--- config.mk ---
export PLATFORM = sky130hd
export DESIGN_NAME = kes_mul
export DESIGN_NICKNAME = d
export VERILOG_FILES = /design/src/hdl/kes_pkg.sv /design/src/hdl/kes_mul.sv
export SDC_FILE = /design/constraint.sdc
export NUM_CORES = 2
export LEC_CHECK = 0
export BUFFER_PORTS_ARGS = -buffer_cell sky130_fd_sc_hd__buf_2
export CORE_UTILIZATION = 53
export CTS_CLUSTER_SIZE = 12
export DETAILED_ROUTE_END_ITERATION = 7
export PLACE_DENSITY = 0.7
export REMOVE_ABC_BUFFERS = 1
export SLEW_MARGIN = 10
export SYNTH_ARGS = -nofsm -noshare
export SYNTH_HDL_FRONTEND = slang
export SYNTH_SLANG_ARGS = --single-unit
--- constraint.sdc ---
create_clock -name clk -period 14.5 [get_ports clk]
set_clock_uncertainty 0.2 [all_clocks]
set_input_delay 0.725 -clock clk [delete_from_list [all_inputs] [get_ports clk]]
set_output_delay 0.725 -clock clk [all_outputs]
set_load 0.01 [all_outputs]
--- src/hdl/kes_pkg.sv ---
package kes_pkg;

  // Fixed-point word width used inside the solver (32 fractional bits).
  localparam int W = 40;

  // Constants in Q32.
  localparam logic signed [W-1:0] PI_F   = 40'sd13493037705;
  localparam logic signed [W-1:0] HPI_F  = 40'sd6746518852;
  localparam logic signed [W-1:0] E_LIM  = 40'sd17788004978;
  localparam logic signed [W-1:0] K_INIT = 40'sd2608131496;
  localparam logic signed [W-1:0] ONE_F  = 40'sd4294967296;

  localparam int STAGES = 34;
  localparam int DIV_STEPS = 36;

  // Register indexes.
  localparam logic [0:0] REG_TOLERANCE = 1'b0;
  localparam logic [0:0] REG_MAX_ITER  = 1'b1;

  typedef enum logic [3:0] {
    ST_IDLE, ST_REDUCE, ST_CORDIC, ST_MUL_SIN, ST_MUL_COS, ST_PREP_DIV, ST_DIV,
    ST_UPDATE, ST_APPLY, ST_DONE
  } state_t;

  // CORDIC arctangent table in Q32, rounded.
  function automatic logic signed [W-1:0] atan_tab(input logic [5:0] i);
    case (i)
      6'd0:  atan_tab = 40'sd3373259426;
      6'd1:  atan_tab = 40'sd1991351318;
      6'd2:  atan_tab = 40'sd1052175346;
      6'd3:  atan_tab = 40'sd534100635;
      6'd4:  atan_tab = 40'sd268086748;
      6'd5:  atan_tab = 40'sd134174063;
      6'd6:  atan_tab = 40'sd67103403;
      6'd7:  atan_tab = 40'sd33553749;
      6'd8:  atan_tab = 40'sd16777131;
      6'd9:  atan_tab = 40'sd8388597;
      6'd10: atan_tab = 40'sd4194303;
      6'd11: atan_tab = 40'sd2097152;
      6'd12: atan_tab = 40'sd1048576;
      6'd13: atan_tab = 40'sd524288;
      6'd14: atan_tab = 40'sd262144;
      6'd15: atan_tab = 40'sd131072;
      6'd16: atan_tab = 40'sd65536;
      6'd17: atan_tab = 40'sd32768;
      6'd18: atan_tab = 40'sd16384;
      6'd19: atan_tab = 40'sd8192;
      6'd20: atan_tab = 40'sd4096;
      6'd21: atan_tab = 40'sd2048;
      6'd22: atan_tab = 40'sd1024;
      6'd23: atan_tab = 40'sd512;
      6'd24: atan_tab = 40'sd256;
      6'd25: atan_tab = 40'sd128;
      6'd26: atan_tab = 40'sd64;
      6'd27: atan_tab = 40'sd32;
      6'd28: atan_tab = 40'sd16;
      6'd29: atan_tab = 40'sd8;
      6'd30: atan_tab = 40'sd4;
      6'd31: atan_tab = 40'sd2;
      6'd32: atan_tab = 40'sd1;
      6'd33: atan_tab = 40'sd1;
      default: atan_tab = '0;
    endcase
  endfunction

endpackage

--- src/hdl/kes_mul.sv ---
// Magnitude multiply of a Q32 eccentricity by a signed Q32 value, truncated
// toward zero; 32 x 34 bits, registered output.
module kes_mul (
  input  logic                               clk,
  input  logic [31:0]                        a,
  input  logic signed [kes_pkg::W-1:0]       b,
  output logic signed [kes_pkg::W-1:0]       p
);
  logic [kes_pkg::W-1:0] mag;
  logic [65:0]           prod;
  logic [kes_pkg::W-1:0] sh;

  // Product of magnitudes, then the sign is applied.
  always_comb begin
    mag  = b[kes_pkg::W-1] ? kes_pkg::W'(-b) : kes_pkg::W'(b);
    prod = {34'd0, a} * {32'd0, mag[33:0]};
    sh   = kes_pkg::W'(prod[65:32]);
  end

  always_ff @(posedge clk) begin
    p <= b[kes_pkg::W-1] ? -$signed(sh) : $signed(sh);
  end
endmodule

==> flow_summary.toml <==
[run_status]
status = "completed"

[cells_and_area]
drive_gt1_share_pct = 5.36
fin_nets = 5467
area_delta_synth_final_pct = 3.99
largest_register_ff_count = 40
reg_top3 = "p x40"
top_register = "p"
diodes = 0

[floorplanning]
initial_core_util_pct = 53.9
rows = 97
ios = 113
fp.dieH_um = 269
die_area_mm2 = 0.0726
die_x_um = 269
core_area_mm2 = 0.0704

[yosys]
synth_ff_type = "dfxtp_1"
syn_avg_cell_area_um2 = 8.90
ys_seq_elements = 40
async_flop_share_pct = 0
synth-warning-count = 0
syn_area_mm2 = 0.0379
synth_edf_count = 0
seq_area_frac_synth_pct = 2.11
synthCells = 4259
synth.distinct_cells = 84

[drt]
routedWlPerCell_um = 19.4
drtIter0Drc = 1655
detail-route-antenna-nets = 0
drc = 0
wirelength_um = 99200
first_pass_iters = 5
vias_per_cell = 5.56
vias = 28500

[clock_network]
postCtsSetupRepairBufs = 0
cts.sinks = 40
cts_root_buffer = "clkbuf_16"
clk_pin_slew_ps = 70
cts_buffers = 5
cts_tree = "yes"
cts_resized = 0
clockBufferDepth = 2
holdBufCountCts = 0
htree_levels = 2

[sta]
final.min_clock_period_ps = 13030
worst_pin_slew_ps = 974
relSlewSlack_pct = 35.1
fmax_ghz = 0.0767
hold_viol = 0
fin_crit_sh_pct = 89.9
setup_viol = 0
finalSetupTns_ps = 0
rsz0062_at_grt = "false"
slew_viol_final = 0
hold_slack_ps = 880

[global_routing]
grt_pass1_vias = 30900
antenna_found_initial = 5
grt_pass1_wl_um = 166000
grtUsageTotal_pct = 28.8
grt_max_degree = 63
grt_overflow = 0

[placed_design]
io_buffers = 107
gp_congestion = 0.957
place_hpwl_um = 79800

[worst_hold_path]
hp-class = "in -> reg"

[setup_path]
critPathMaxStageDelay_ps = 690
worstSetupStartpointType = "input port"
critPathMostFrequentCell = "fa_1"
worst_path_dominant_cell_family = "adder cells"
crit_fanout = 14
crit_arrival_ps = 13000
slowest_stage = "xor2_2"
path_buf_inv = 5
crit_path_end_kind = "flip-flop"
cp.required_ps = 14470
path_class = "in -> reg"

[run]
cap_viol_max_count = 0
-- placed cells by master, fill, tap and decap left out, drive strengths merged, types with 40 or more instances in the layout --
| cell type | n |
|---|---|
| nor2 | 72 |
| fa | 955 |
| ha | 264 |
| and2 | 608 |
| a21oi | 93 |
| nand2 | 586 |
| xnor2 | 60 |
| o21ai | 79 |
| buf | 145 |
| inv | 920 |
| dfxtp | 40 |
-- worst min-delay path: stages --
cell and delay, ps:
buf_2 90, buf_4 310, o41ai_2 130, xnor2_1 70
-- cell usage after synthesis, types with 32 or more instances --
master | number | area share (%)
o21ai_0 | 77 | 1.0
clkbuf_1 | 225 | 2.2
xnor2_1 | 60 | 1.4
and2_1 | 608 | 10
nand4_1 | 32 | 0.53
nand2_1 | 586 | 5.8
nor2_1 | 72 | 0.71
ha_1 | 264 | 8.7
inv_1 | 919 | 9.1
dfxtp_1 | 40 | 2.1
a21oi_1 | 93 | 1.2
fa_1 | 955 | 50
-- layout make-up --
class | instances | area (um^2)
clock buffer | 5 | 125
clock inverter | 3 | 46.3
fill | 6360 | 31000
inverter | 919 | 3450
multi-input combinational | 3064 | 33000
sequential | 40 | 801
tap | 940 | 1180
timing repair buffer | 145 | 821
-- path summary, 6_finish.rpt --
kind,end,slack [ps],cells past startpoint,startpoint
worst min-delay path,p[32],880,4,b[39]
worst max-delay path,p[34],1470,34,b[4]
-- metrics by stage --
step | utilization [%] | instance area, um^2 | cells | setup slack, ps
2_1_floorplan | - | 37000 | 4023 | 2530
3_3_place_gp | 55.8 | 39200 | 5108 | 1270
3_5_place_dp | 55.8 | 39200 | 5108 | 1260
4_1_cts | 56.0 | 39400 | 5116 | 1550
5_1_grt | 56.0 | 39400 | 5116 | 962
6_report | 56.0 | 39400 | 5116 | 1470
-- logic make-up after synthesis --
kind of cell,Yosys count,synth area share (%)
multiplexers,11,0.307
flip-flops,40,2.11
AND/OR/NAND/NOR,1433,19.5
buffers and inverters,1155,11.5
adder cells (fa/ha/maj),1219,59.1
XOR/XNOR,84,1.94
AO/OA/AOI/OAI,317,5.56
-- metal layers --
metal | part of all wire (%) | vias to the layer above | global-route usage, %
met5 | 0 | - | 0
met4 | 2.4 | 0 | 6.47
met3 | 6.6 | 164 | 3.28
met2 | 49 | 934 | 49.5
met1 | 42 | 14900 | 39.1
li1 | - | 12500 | -
Power is not shown: default switching activity piles up to over one toggle a cycle in this logic, so the estimate is an artifact.
